--- src/rtl/core/psc_pkg.sv ---
// ----------------------------------------------------------------------------
// psc_pkg
// Shared widths, register indexes, reset values and types for the servo
// pulse PID controller.
// ----------------------------------------------------------------------------
`default_nettype none

package psc_pkg;

    localparam int MEAS_W     = 16;
    localparam int SET_W      = 16;
    localparam int GAIN_W     = 16;
    localparam int PULSE_W    = 10;
    localparam int PERIOD_W   = 16;
    localparam int CMP_W      = 16;
    localparam int CFG_IDX_W  = 3;
    localparam int CFG_DATA_W = 16;

    localparam int GAIN_FRAC_BITS = 8;

    // error, derivative and previous error
    localparam int ERR_W   = 18;
    localparam int INTEG_W = 13;
    localparam logic signed [INTEG_W-1:0] INTEG_LIMIT   = 13'sd3000;
    localparam logic signed [INTEG_W-1:0] INTEG_LIMIT_N = -13'sd3000;

    // serial multiply-accumulate over the gain bits
    localparam int PP_W    = ERR_W + 2;
    localparam int ACC_W   = PP_W + 1;
    localparam int ACC_X_W = ACC_W + 1;
    localparam int SUM_W   = ACC_W + GAIN_W;
    localparam int PLS_W   = SUM_W + 1;
    localparam int CNT_W   = $clog2(GAIN_W);

    // compare value: period * pulse, then / 1000 as >> 3 and / 125
    localparam int PROD_W    = PERIOD_W + PULSE_W;
    localparam int DIV_SHIFT = 3;
    localparam int DIVD_W    = ((PROD_W - DIV_SHIFT + 1) / 2) * 2;
    localparam int DIV_STEPS = DIVD_W / 2;
    localparam int REM_W     = 7;
    localparam logic [REM_W:0] DIVISOR = 8'd125;

    localparam logic [CFG_IDX_W-1:0] REG_SETPOINT   = 3'd0;
    localparam logic [CFG_IDX_W-1:0] REG_GAIN_P     = 3'd1;
    localparam logic [CFG_IDX_W-1:0] REG_GAIN_I     = 3'd2;
    localparam logic [CFG_IDX_W-1:0] REG_GAIN_D     = 3'd3;
    localparam logic [CFG_IDX_W-1:0] REG_CENTER     = 3'd4;
    localparam logic [CFG_IDX_W-1:0] REG_MIN_PULSE  = 3'd5;
    localparam logic [CFG_IDX_W-1:0] REG_MAX_PULSE  = 3'd6;
    localparam logic [CFG_IDX_W-1:0] REG_PWM_PERIOD = 3'd7;

    typedef struct packed {
        logic        [SET_W-1:0]    setpoint;
        logic signed [GAIN_W-1:0]   gain_p;
        logic signed [GAIN_W-1:0]   gain_i;
        logic signed [GAIN_W-1:0]   gain_d;
        logic        [PULSE_W-1:0]  center_pulse;
        logic        [PULSE_W-1:0]  min_pulse;
        logic        [PULSE_W-1:0]  max_pulse;
        logic        [PERIOD_W-1:0] pwm_period;
    } t_cfg;

    localparam t_cfg CFG_RESET = '{
        setpoint:     16'd75,
        gain_p:       -16'sd236,
        gain_i:       16'sd0,
        gain_d:       16'sd0,
        center_pulse: 10'd70,
        min_pulse:    10'd24,
        max_pulse:    10'd115,
        pwm_period:   16'd20000
    };

endpackage

`default_nettype wire

--- src/rtl/core/pid_servo_pulse_controller.sv ---
// ----------------------------------------------------------------------------
// pid_servo_pulse_controller
// Positional PID with clamped integral, producing a clamped servo pulse in
// per-mille and the matching PWM compare count.
//
// Usage:
//   Input channel i_in_valid/o_in_ready carries one measured position per
//   beat. Output channel o_out_valid/i_out_ready carries pulse, compare
//   value and the limited flag, one beat per input beat.
//   Configuration is a plain write port (i_cfg_wr_en, i_cfg_addr,
//   i_cfg_wdata); the user writes it while the block is idle, which the block does not enforce.
//   The datapath is bit-serial: shift-add over the gain bits, shift-add
//   over the pulse bits for the compare product, and radix-4 restoring
//   division by 125, plus error, clamp and hand-off states.
//   The input is taken again once a result is parked in the output register,
//   so a stalled receiver holds at most one result plus one in flight.
//   Reset clears the integral and the previous error, returns the
//   configuration to its default values and the state machine to idle;
//   the payload registers are not reset. o_in_ready is high right after
//   reset.
// ----------------------------------------------------------------------------
`default_nettype none

module pid_servo_pulse_controller
    import psc_pkg::*;
(
    input  wire                   i_clk,
    input  wire                   i_rst_n,
    input  wire                   i_cfg_wr_en,
    input  wire  [CFG_IDX_W-1:0]  i_cfg_addr,
    input  wire  [CFG_DATA_W-1:0] i_cfg_wdata,
    input  wire                   i_in_valid,
    output logic                  o_in_ready,
    input  wire  [MEAS_W-1:0]     i_measured,
    output logic                  o_out_valid,
    input  wire                   i_out_ready,
    output logic [PULSE_W-1:0]    o_pulse,
    output logic [CMP_W-1:0]      o_compare_value,
    output logic                  o_limited
);

    localparam logic [2:0] ST_IDLE  = 3'd0;
    localparam logic [2:0] ST_ERR   = 3'd1;
    localparam logic [2:0] ST_MAC   = 3'd2;
    localparam logic [2:0] ST_CLAMP = 3'd3;
    localparam logic [2:0] ST_MUL   = 3'd4;
    localparam logic [2:0] ST_DIV   = 3'd5;
    localparam logic [2:0] ST_DONE  = 3'd6;

    // control and state
    t_cfg        r_cfg, n_cfg;
    logic [2:0]  r_state, n_state;
    logic [CNT_W-1:0] r_cnt, n_cnt;
    logic signed [INTEG_W-1:0] r_integ, n_integ;
    logic signed [ERR_W-1:0]   r_prev, n_prev;
    logic        r_o_valid, n_o_valid;

    // payload
    logic [MEAS_W-1:0]         r_meas, n_meas;
    logic signed [ERR_W-1:0]   r_err, n_err;
    logic signed [ERR_W-1:0]   r_deriv, n_deriv;
    logic signed [ACC_W-1:0]   r_acc, n_acc;
    logic [GAIN_W-1:0]         r_lo, n_lo;
    logic [PULSE_W-1:0]        r_pulse, n_pulse;
    logic                      r_limited, n_limited;
    logic [PERIOD_W-1:0]       r_macc, n_macc;
    logic [PULSE_W-1:0]        r_mlo, n_mlo;
    logic [DIVD_W-1:0]         r_div, n_div;
    logic [REM_W-1:0]          r_rem, n_rem;
    logic [PULSE_W-1:0]        r_o_pulse, n_o_pulse;
    logic [CMP_W-1:0]          r_o_cmp, n_o_cmp;
    logic                      r_o_limited, n_o_limited;

    // datapath temporaries
    logic signed [ERR_W-1:0]   e_new;
    logic signed [ERR_W-1:0]   integ_raw;
    logic signed [PP_W-1:0]    pp_err, pp_integ, pp_deriv, pp;
    logic signed [ACC_X_W-1:0] acc_x, pp_x, acc_sum;
    logic signed [SUM_W-1:0]   total, drive;
    logic signed [PLS_W-1:0]   pulse_raw, pulse_min, pulse_max;
    logic [PERIOD_W:0]         msum;
    logic [PROD_W-1:0]         product;
    logic [REM_W:0]            t1, t2;
    logic [REM_W-1:0]          r1, r2;
    logic                      q1, q2;

    always_comb begin
        e_new     = $signed({2'b00, r_cfg.setpoint}) - $signed({2'b00, r_meas});
        integ_raw = ERR_W'(r_integ) + e_new;

        pp_err   = r_cfg.gain_p[r_cnt] ? PP_W'(r_err)   : PP_W'(0);
        pp_integ = r_cfg.gain_i[r_cnt] ? PP_W'(r_integ) : PP_W'(0);
        pp_deriv = r_cfg.gain_d[r_cnt] ? PP_W'(r_deriv) : PP_W'(0);
        pp       = pp_err + pp_integ + pp_deriv;
        acc_x    = ACC_X_W'(r_acc);
        pp_x     = ACC_X_W'(pp);
        // the gain's top bit carries negative weight
        acc_sum  = (r_cnt == CNT_W'(GAIN_W - 1)) ? acc_x - pp_x : acc_x + pp_x;

        total     = {r_acc, r_lo};
        drive     = total >>> GAIN_FRAC_BITS;
        pulse_raw = PLS_W'($signed({1'b0, r_cfg.center_pulse})) - PLS_W'(drive);
        pulse_min = PLS_W'($signed({1'b0, r_cfg.min_pulse}));
        pulse_max = PLS_W'($signed({1'b0, r_cfg.max_pulse}));

        msum    = {1'b0, r_macc} + (r_mlo[0] ? {1'b0, r_cfg.pwm_period} : '0);
        // product after this cycle's shift-add step
        product = {msum, r_mlo[PULSE_W-1:1]};

        t1 = {r_rem, r_div[DIVD_W-1]};
        q1 = (t1 >= DIVISOR);
        r1 = q1 ? REM_W'(t1 - DIVISOR) : REM_W'(t1);
        t2 = {r1, r_div[DIVD_W-2]};
        q2 = (t2 >= DIVISOR);
        r2 = q2 ? REM_W'(t2 - DIVISOR) : REM_W'(t2);
    end

    always_comb begin
        n_cfg       = r_cfg;
        n_state     = r_state;
        n_cnt       = r_cnt;
        n_integ     = r_integ;
        n_prev      = r_prev;
        n_o_valid   = r_o_valid;
        n_meas      = r_meas;
        n_err       = r_err;
        n_deriv     = r_deriv;
        n_acc       = r_acc;
        n_lo        = r_lo;
        n_pulse     = r_pulse;
        n_limited   = r_limited;
        n_macc      = r_macc;
        n_mlo       = r_mlo;
        n_div       = r_div;
        n_rem       = r_rem;
        n_o_pulse   = r_o_pulse;
        n_o_cmp     = r_o_cmp;
        n_o_limited = r_o_limited;

        if (i_cfg_wr_en) begin
            unique case (i_cfg_addr)
                REG_SETPOINT:   n_cfg.setpoint     = i_cfg_wdata[SET_W-1:0];
                REG_GAIN_P:     n_cfg.gain_p       = $signed(i_cfg_wdata[GAIN_W-1:0]);
                REG_GAIN_I:     n_cfg.gain_i       = $signed(i_cfg_wdata[GAIN_W-1:0]);
                REG_GAIN_D:     n_cfg.gain_d       = $signed(i_cfg_wdata[GAIN_W-1:0]);
                REG_CENTER:     n_cfg.center_pulse = i_cfg_wdata[PULSE_W-1:0];
                REG_MIN_PULSE:  n_cfg.min_pulse    = i_cfg_wdata[PULSE_W-1:0];
                REG_MAX_PULSE:  n_cfg.max_pulse    = i_cfg_wdata[PULSE_W-1:0];
                REG_PWM_PERIOD: n_cfg.pwm_period   = i_cfg_wdata[PERIOD_W-1:0];
                default: ;
            endcase
        end

        if (r_o_valid && i_out_ready) begin
            n_o_valid = 1'b0;
        end

        unique case (r_state)
            ST_IDLE: begin
                if (i_in_valid) begin
                    n_meas  = i_measured;
                    n_state = ST_ERR;
                end
            end
            ST_ERR: begin
                if (integ_raw > ERR_W'(INTEG_LIMIT)) begin
                    n_integ = INTEG_LIMIT;
                end else if (integ_raw < ERR_W'(INTEG_LIMIT_N)) begin
                    n_integ = INTEG_LIMIT_N;
                end else begin
                    n_integ = INTEG_W'(integ_raw);
                end
                n_err   = e_new;
                n_deriv = e_new - r_prev;
                n_prev  = e_new;
                n_acc   = '0;
                n_cnt   = '0;
                n_state = ST_MAC;
            end
            ST_MAC: begin
                n_acc = acc_sum[ACC_X_W-1:1];
                n_lo  = {acc_sum[0], r_lo[GAIN_W-1:1]};
                n_cnt = r_cnt + 1'b1;
                if (r_cnt == CNT_W'(GAIN_W - 1)) begin
                    n_state = ST_CLAMP;
                end
            end
            ST_CLAMP: begin
                if (pulse_raw < pulse_min) begin
                    n_pulse   = r_cfg.min_pulse;
                    n_limited = 1'b1;
                end else if (pulse_raw > pulse_max) begin
                    n_pulse   = r_cfg.max_pulse;
                    n_limited = 1'b1;
                end else begin
                    n_pulse   = pulse_raw[PULSE_W-1:0];
                    n_limited = 1'b0;
                end
                n_mlo   = n_pulse;
                n_macc  = '0;
                n_cnt   = '0;
                n_state = ST_MUL;
            end
            ST_MUL: begin
                n_macc = msum[PERIOD_W:1];
                n_mlo  = {msum[0], r_mlo[PULSE_W-1:1]};
                n_cnt  = r_cnt + 1'b1;
                if (r_cnt == CNT_W'(PULSE_W - 1)) begin
                    n_div   = DIVD_W'(product[PROD_W-1:DIV_SHIFT]);
                    n_rem   = '0;
                    n_cnt   = '0;
                    n_state = ST_DIV;
                end
            end
            ST_DIV: begin
                n_div = {r_div[DIVD_W-3:0], q1, q2};
                n_rem = r2;
                n_cnt = r_cnt + 1'b1;
                if (r_cnt == CNT_W'(DIV_STEPS - 1)) begin
                    n_state = ST_DONE;
                end
            end
            ST_DONE: begin
                if (!r_o_valid || i_out_ready) begin
                    n_o_pulse   = r_pulse;
                    n_o_limited = r_limited;
                    n_o_cmp     = (|r_div[DIVD_W-1:CMP_W]) ? '1 : r_div[CMP_W-1:0];
                    n_o_valid   = 1'b1;
                    n_state     = ST_IDLE;
                end
            end
            default: n_state = ST_IDLE;
        endcase
    end

    always_ff @(posedge i_clk) begin
        if (!i_rst_n) begin
            r_cfg     <= CFG_RESET;
            r_state   <= ST_IDLE;
            r_cnt     <= '0;
            r_integ   <= '0;
            r_prev    <= '0;
            r_o_valid <= 1'b0;
        end else begin
            r_cfg     <= n_cfg;
            r_state   <= n_state;
            r_cnt     <= n_cnt;
            r_integ   <= n_integ;
            r_prev    <= n_prev;
            r_o_valid <= n_o_valid;
        end
    end

    always_ff @(posedge i_clk) begin
        r_meas      <= n_meas;
        r_err       <= n_err;
        r_deriv     <= n_deriv;
        r_acc       <= n_acc;
        r_lo        <= n_lo;
        r_pulse     <= n_pulse;
        r_limited   <= n_limited;
        r_macc      <= n_macc;
        r_mlo       <= n_mlo;
        r_div       <= n_div;
        r_rem       <= n_rem;
        r_o_pulse   <= n_o_pulse;
        r_o_cmp     <= n_o_cmp;
        r_o_limited <= n_o_limited;
    end

    assign o_in_ready      = (r_state == ST_IDLE);
    assign o_out_valid     = r_o_valid;
    assign o_pulse         = r_o_pulse;
    assign o_compare_value = r_o_cmp;
    assign o_limited       = r_o_limited;

endmodule

`default_nettype wire

--- config.mk ---
export PLATFORM = sky130hd
export DESIGN_NAME = pid_servo_pulse_controller
export DESIGN_NICKNAME = d
export VERILOG_FILES = /design/src/rtl/core/psc_pkg.sv /design/src/rtl/core/pid_servo_pulse_controller.sv
export SDC_FILE = /design/constraint.sdc
export NUM_CORES = 1
export LEC_CHECK = 0
export ABC_AREA = 1
export BUFFER_PORTS_ARGS = -buffer_cell sky130_fd_sc_hd__buf_2
export CAP_MARGIN = 20
export CORE_MARGIN = 5
export CORE_UTILIZATION = 42
export CTS_BUF_LIST = sky130_fd_sc_hd__clkbuf_16
export CTS_CLUSTER_DIAMETER = 80
export DETAILED_ROUTE_END_ITERATION = 10
export HOLD_SLACK_MARGIN = 0.1
export SETUP_SLACK_MARGIN = 0.4
export SYNTH_ARGS = -nofsm -noshare
export SYNTH_HDL_FRONTEND = slang
export SYNTH_SLANG_ARGS = --single-unit
--- constraint.sdc ---
create_clock -name i_clk -period 7.7 [get_ports i_clk]
set_clock_uncertainty 0.2 [all_clocks]
set_input_delay 2.31 -clock i_clk [delete_from_list [all_inputs] [get_ports i_clk]]
set_output_delay 2.31 -clock i_clk [all_outputs]
set_load 0.005 [all_outputs]
Word-level counts from Yosys, hierarchy flattened
Index checks and enable logic that the tools add are counted.
Widths: inputs -> output; s select.
Word-level totals
  register bits after elaboration: 331
  input port bits: 40
  output and inout bits: 29
  word-level logic and storage cells: 127
Cells by class
  add/sub/neg operators: 12
  $lt $le $gt $ge: 7
  equal/unequal tests: 21
  muxes and demuxes: 36
  reduce and logical (&&, ||, !) cells: 24
Operator list (count)
  $mux 20: 3
  $pmux 24 s2: 1
  $pmux 21 s2: 1
  $add 20x20->20: 2
  $pmux 16 s2: 1
  $gt 30x11->1: 1
  $lt 30x11->1: 1
  $sub 11x29->30: 1
  $mux 13: 2
  $mux 24: 1
  $add 21x20->22: 1
  $mux 22: 1
  $reduce_and 2->1: 11
  $sub 21x20->22: 1
  $eq 3x3->1 const B: 7
  $mux 7: 3
  $pmux 3 s7: 1
  $mux 10: 2
  $pmux 10 s2: 1
  $add 13x17->18: 1
  $gt 18x13->1 const B: 1
  $lt 18x13->1 const B: 1
  $sub 17x17->18: 1
  $add 16x16->17: 1
  other kinds (25): 53

Longest topological paths before layout
  word-level depth: 8
  gate-level depth with buffers: 40
  mapped depth without buffers: 37

Worst setup path after synthesis
Ideal clock, no wire load.
  path type: register -> register
  start point: register r_cnt[0]
  end point: register r_acc[19] (data pin)
  library setup time: 0.257 ns
  data arrival time: 5.460 ns
  data required time: 7.243 ns
  setup slack: 1.782 ns
  stages on the path, launching flop included: 34
  path buffers: 3
  clock period less this slack: 5.918 ns
  cells stage by stage: dfxtp_1 > clkbuf_1 > clkbuf_1 > o21ai_0 > o221ai_1 > o211ai_1 > nand2_1 > clkbuf_1 > nand2_1 > fa_1 > inv_1 > fa_1 > nor3_1 > inv_1 > nor3_1 > nand2_1 > nor2_1 > nand3_1 > nor3_2 > nand3_1 > nor2_1 > nand2_1 > nand2_1 > xnor2_1 > ha_1 > nand2_1 > nor2_1 > nand4_1 > o211ai_1 > nand2_1 > a21oi_1 > o21ai_0 > nand2_1 > nor2_1
On the way
  cells in the longest elaborated chain, start to end: 8
  elaborated cells on any way between the ends: 16
  those cells by class: 4 x add/sub; 1 x eq/ne; 11 x mux
Ends and longest elaborated chain
  from (decl): RTL line pid_servo_pulse_controller.sv:53  | logic [CNT_W-1:0] r_cnt, n_cnt;
  from (signal assigned): RTL line pid_servo_pulse_controller.sv:247  | r_cnt <= n_cnt;
  $bmux 1 s4 (on tied branches): RTL line pid_servo_pulse_controller.sv:91, pid_servo_pulse_controller.sv:92
  $mux 1 (on tied branches): RTL line pid_servo_pulse_controller.sv:91, pid_servo_pulse_controller.sv:92
  $mux 20 (on tied branches): RTL line pid_servo_pulse_controller.sv:91, pid_servo_pulse_controller.sv:92
  $add 20x20->20 (2 in series): RTL line pid_servo_pulse_controller.sv:94  | pp = pp_err + pp_integ + pp_deriv;
  $add 21x20->22 / $sub 21x20->22 (equally long branches): RTL line pid_servo_pulse_controller.sv:98  | acc_sum = (r_cnt == CNT_W'(GAIN_W - 1)) ? acc_x - pp_x : acc_x + pp_x;
  $mux 22 *: RTL line pid_servo_pulse_controller.sv:98
  $pmux 21 s2 *: RTL line pid_servo_pulse_controller.sv:158  | unique case (r_state)
  to (signal assigned): RTL line pid_servo_pulse_controller.sv:258  | r_acc <= n_acc;
  to (decl): RTL line pid_servo_pulse_controller.sv:62  | logic signed [ACC_W-1:0] r_acc, n_acc;
Every way passes the cells marked *; elsewhere a longest branch is shown, timed or not. The select of a mux whose other input is x is not followed.
A chain may end at the register's enable or synchronous reset.

Worst setup path after layout
  start point: register r_cnt[1]
  end point: register r_acc[19] (data pin)
The elaborated chain is that of the path after synthesis.

==> impl_results.md <==
* Synth unique cells at 56
* Initial core utilization at 42.32%
* Comb power frac at 58.4%
* CTS clk-pin slew, worst paths at 60 ps
* Die Y at 231.9 microns
* Worst path required time at 7800 ps
* Worst setup SP type: flip-flop
* Num CTS Buffers at 38
* Part of the Yosys area used for sequential elements at 39.75%
* Pint at 5390 uW
* Worst Hold Class: flip-flop to flip-flop
* Post-CTS setup repair buffer count at 0
* R2R Setup Slk at 1050 ps
* Vias in the first global route at 16.92k
* Root buffer cell: clkbuf_16
* Final TNS setup at 0 ps
* CTS H-Tree Depth at 2
* Reg power frac at 24.8%
* Met2 Usage GRT at 31.86%
* Critical Path End Type: flip-flop
* TritonCTS clock tree: done
* Via count at 17.65k
* Hold endpoint: o_pulse[4]
* IO buf count at 68
* Die X at 231.9 microns
* Final ANT Viol Nets at 0
* Row Count at 81
* DR WL/cell at 15.15 microns
* CP peak stage delay at 500 ps
* Largest net degree at the start of global routing at 67
* Final hold viol count at 0
* Leak pwr at 0.01067 uW
* Min-delay src: r_pulse[4]
* DP Wirelength at 40,480 microns
* Most Used Layer, Global Route: met2
* Fmax at 150.3 MHz
* Total global routing overflow at 0
* Vias per cell at 5.091
* Max-slew violations at 0
* Top Ports at 69
* Starting DRT DRC Count at 1,209
* #FFs+latches synth at 323
* Layout net count at 2,978
* NetSw at 4923 uW
* Top FF cell, synth: edfxtp_1
* GP Congestion at 0.8625
* R2r startpoint: r_cnt[1]
* Core Box Area at 48,850 sq um
* Syn_nets at 2,926
* M1 GR Usage at 26.51%
* Clock sinks at 323
* Crit path DAT at 6760 ps
* Initial antenna violation count at 1
* Async S/R FF share, synth at 0%
* Synth Instances at 2,720
* Critical Path Most Common Cell: nand2_1
* RSZ-0062 raised after global routing: no
* DRC violation count after routing at 0
* Diodes inserted at 0
* CP max-delay cell: fa_1
* Slew headroom at 35.62%
* Maximum root-to-sink buffer count at 3
* PwrDens at 449.6 nW/um^2
* Synth Warn # at 0
* Post-synth EDFFs at 175
* Met3 usage at 2.384%
* Total GRT Usage at 19.30%
* DIE AREA at 53,760 sq um
* Switch share at 47.74%
* Drt total wl at 52,510 microns
* Ratio of cells with drive above 1 in the final layout at 7.138%
* VDD IR-drop max at 0.3133 mV
* First-pass GRT wire length at 85,700 microns
* MaxCap Viol Count at 0
* Period utilisation layout at 86.40%
* Period minus WS final at 6653 ps
* Reg2reg end: r_acc[19]
* Slew at the pin with the worst max-slew slack at 964.6 ps
* Hold buffer count at cts at 0
* DR pass1 iterations at 5
* Status: finished, final reports clean
* Register-to-Register Path Depth at 33
* Final setup fails at 0
* Crit-path max FO at 17
* Synthesized area at 20,670 sq um
* Mapped Avg Cell Area at 7.601 sq um
* Area Overhead vs Synth at 10.96%
* Clk_lat worst skew at 550 ps
* Filler-free cell count of the finished design at 3,466
* Clock Power Share at 16.8%
* Worst Setup Path Type: flip-flop to flip-flop
* Placed Cells at 3,395
* Hold path cells at 0
-- kinds of logic after synthesis --
| logic type | share of synthesized area, % |
|---|---|
| flip-flops | 39.75 |
| buffers and inverters | 8.309 |
| AO/OA/AOI/OAI | 12.52 |
| AND/OR/NAND/NOR | 24.24 |
| XOR/XNOR | 4.236 |
| adder cells (fa/ha/maj) | 10.95 |
-- final cells by class --
class	instances	area (sq um)
clock buffer	39	975.9
sequential	323	8219
fill	4896	25910
tap	664	830.8
clock inverter	31	231.5
timing repair buffer	87	485.5
inverter	376	1414
multi-input combinational	1946	10780
-- power groups by stage --
stage / logic [uW] / clock network [uW] / registers [uW]
6_report: 6020 / 1740 / 2550
5_1_grt: 6910 / 1860 / 2590
4_1_cts: 6010 / 1790 / 2550
3_5_place_dp: 5980 / 0 / 2580
3_3_place_gp: 5900 / 0 / 2580
2_1_floorplan: 4730 / 0 / 2480
-- worst max-delay path: cells and delay by family, from the launching register on --
family / cells / cell delay, ps
flops: 1 / 400
fa+ha+maj: 4 / 1600
compound gates: 6 / 1040
xor+xnor: 1 / 90
buf+inv: 4 / 580
simple gates: 18 / 2480
-- repair_timing --
item,4_1_cts,5_1_grt
gates cloned,0,0
endpoints found under the setup margin,1,7
hold endpoints to repair,0,0
resized for setup,1,6
-- flip-flops by register name, indices dropped and copies added, names as in the netlist, 13 cells and up --
register         count
r_div               24
r_prev              17
r_meas              16
r_integ             13
o_compare_value     16
r_acc               21
r_macc              16
r_deriv             18
r_err               17
r_cfg               90
-- how the worst max path moves through the flow --
stage	startpoint	endpoint	slack, ps	cells past startpoint
after global placement	r_cnt[0]	r_acc[19]	470	34
after floorplan	r_cnt[0]	r_acc[19]	1780	33
after detailed placement	r_cnt[0]	r_acc[19]	270	34
after global routing	r_cnt[0]	r_acc[19]	540	33
final	r_cnt[1]	r_acc[19]	1050	33
after CTS	r_cnt[0]	r_acc[19]	580	34
-- Yosys cell counts (all sizes together), types with 9 or more instances --
cell / count / share of area [%]
o21bai: 12 / 0.44
nor3: 34 / 0.85
ha: 141 / 8.5
edfxtp: 175 / 25
o21ai: 216 / 5.2
nand4: 31 / 0.94
buf: 9 / 0.28
dfxtp: 148 / 14
a21oi: 176 / 4.3
o22ai: 9 / 0.27
fa: 25 / 2.4
nand2: 624 / 11
clkbuf: 66 / 1.2
inv: 370 / 6.7
o211ai: 15 / 0.54
and2: 10 / 0.30
xor2: 72 / 3.1
nand3: 145 / 3.7
xnor2: 28 / 1.2
nor2: 343 / 6.4
-- per-stage QoR --
| step | hold slack [ps] | setup slack, ps | power, uW | utilization, % | area (sq um) |
|---|---|---|---|---|---|
| after floorplan | 200.3 | 1782 | 7211 | - | 20670 |
| after global placement | 201.2 | 469.0 | 8477 | 44.44 | 21710 |
| after detailed placement | 206.1 | 273.1 | 8559 | 44.44 | 21710 |
| after CTS | 219.5 | 583.6 | 10350 | 46.92 | 22920 |
| after global routing | 226.4 | 538.8 | 11360 | 46.96 | 22940 |
| final | 218.3 | 1047 | 10310 | 46.96 | 22940 |
-- layer usage --
| metal | share of wire, % | vias up | wire length (microns) |
|---|---|---|---|
| li1 | - | 9051 | - |
| met1 | 47 | 8129 | 24760 |
| met2 | 45 | 394 | 23710 |
| met3 | 4.8 | 73 | 2511 |
| met4 | 2.9 | 0 | 1528 |
| met5 | 0 | - | 0 |
-- cell usage in the layout (no fill, tap or decap), types with 8 or more instances in the layout --
cell       netlist  routed
xor2_1          72      72
ha_1           141     141
o22ai_1          9       9
inv_2            9       9
edfxtp_1       175     175
fa_1            25      25
nand2_1        616     613
inv_1          361     369
xnor2_1         28      28
and2_1          10      10
o21ai_0        212     211
buf_4            4      20
nor3_1          33      30
nand3_1        139     139
o21bai_1        12      12
nor2_1         336     333
nand4_1         31      31
nand2_2          6       9
buf_2            1      67
clkbuf_16        0      39
clkinv_1         6       8
dfxtp_1        148     147
o211ai_1        15      15
a21oi_1        174     174
Note: power is estimated with default switching activity, not from simulation.
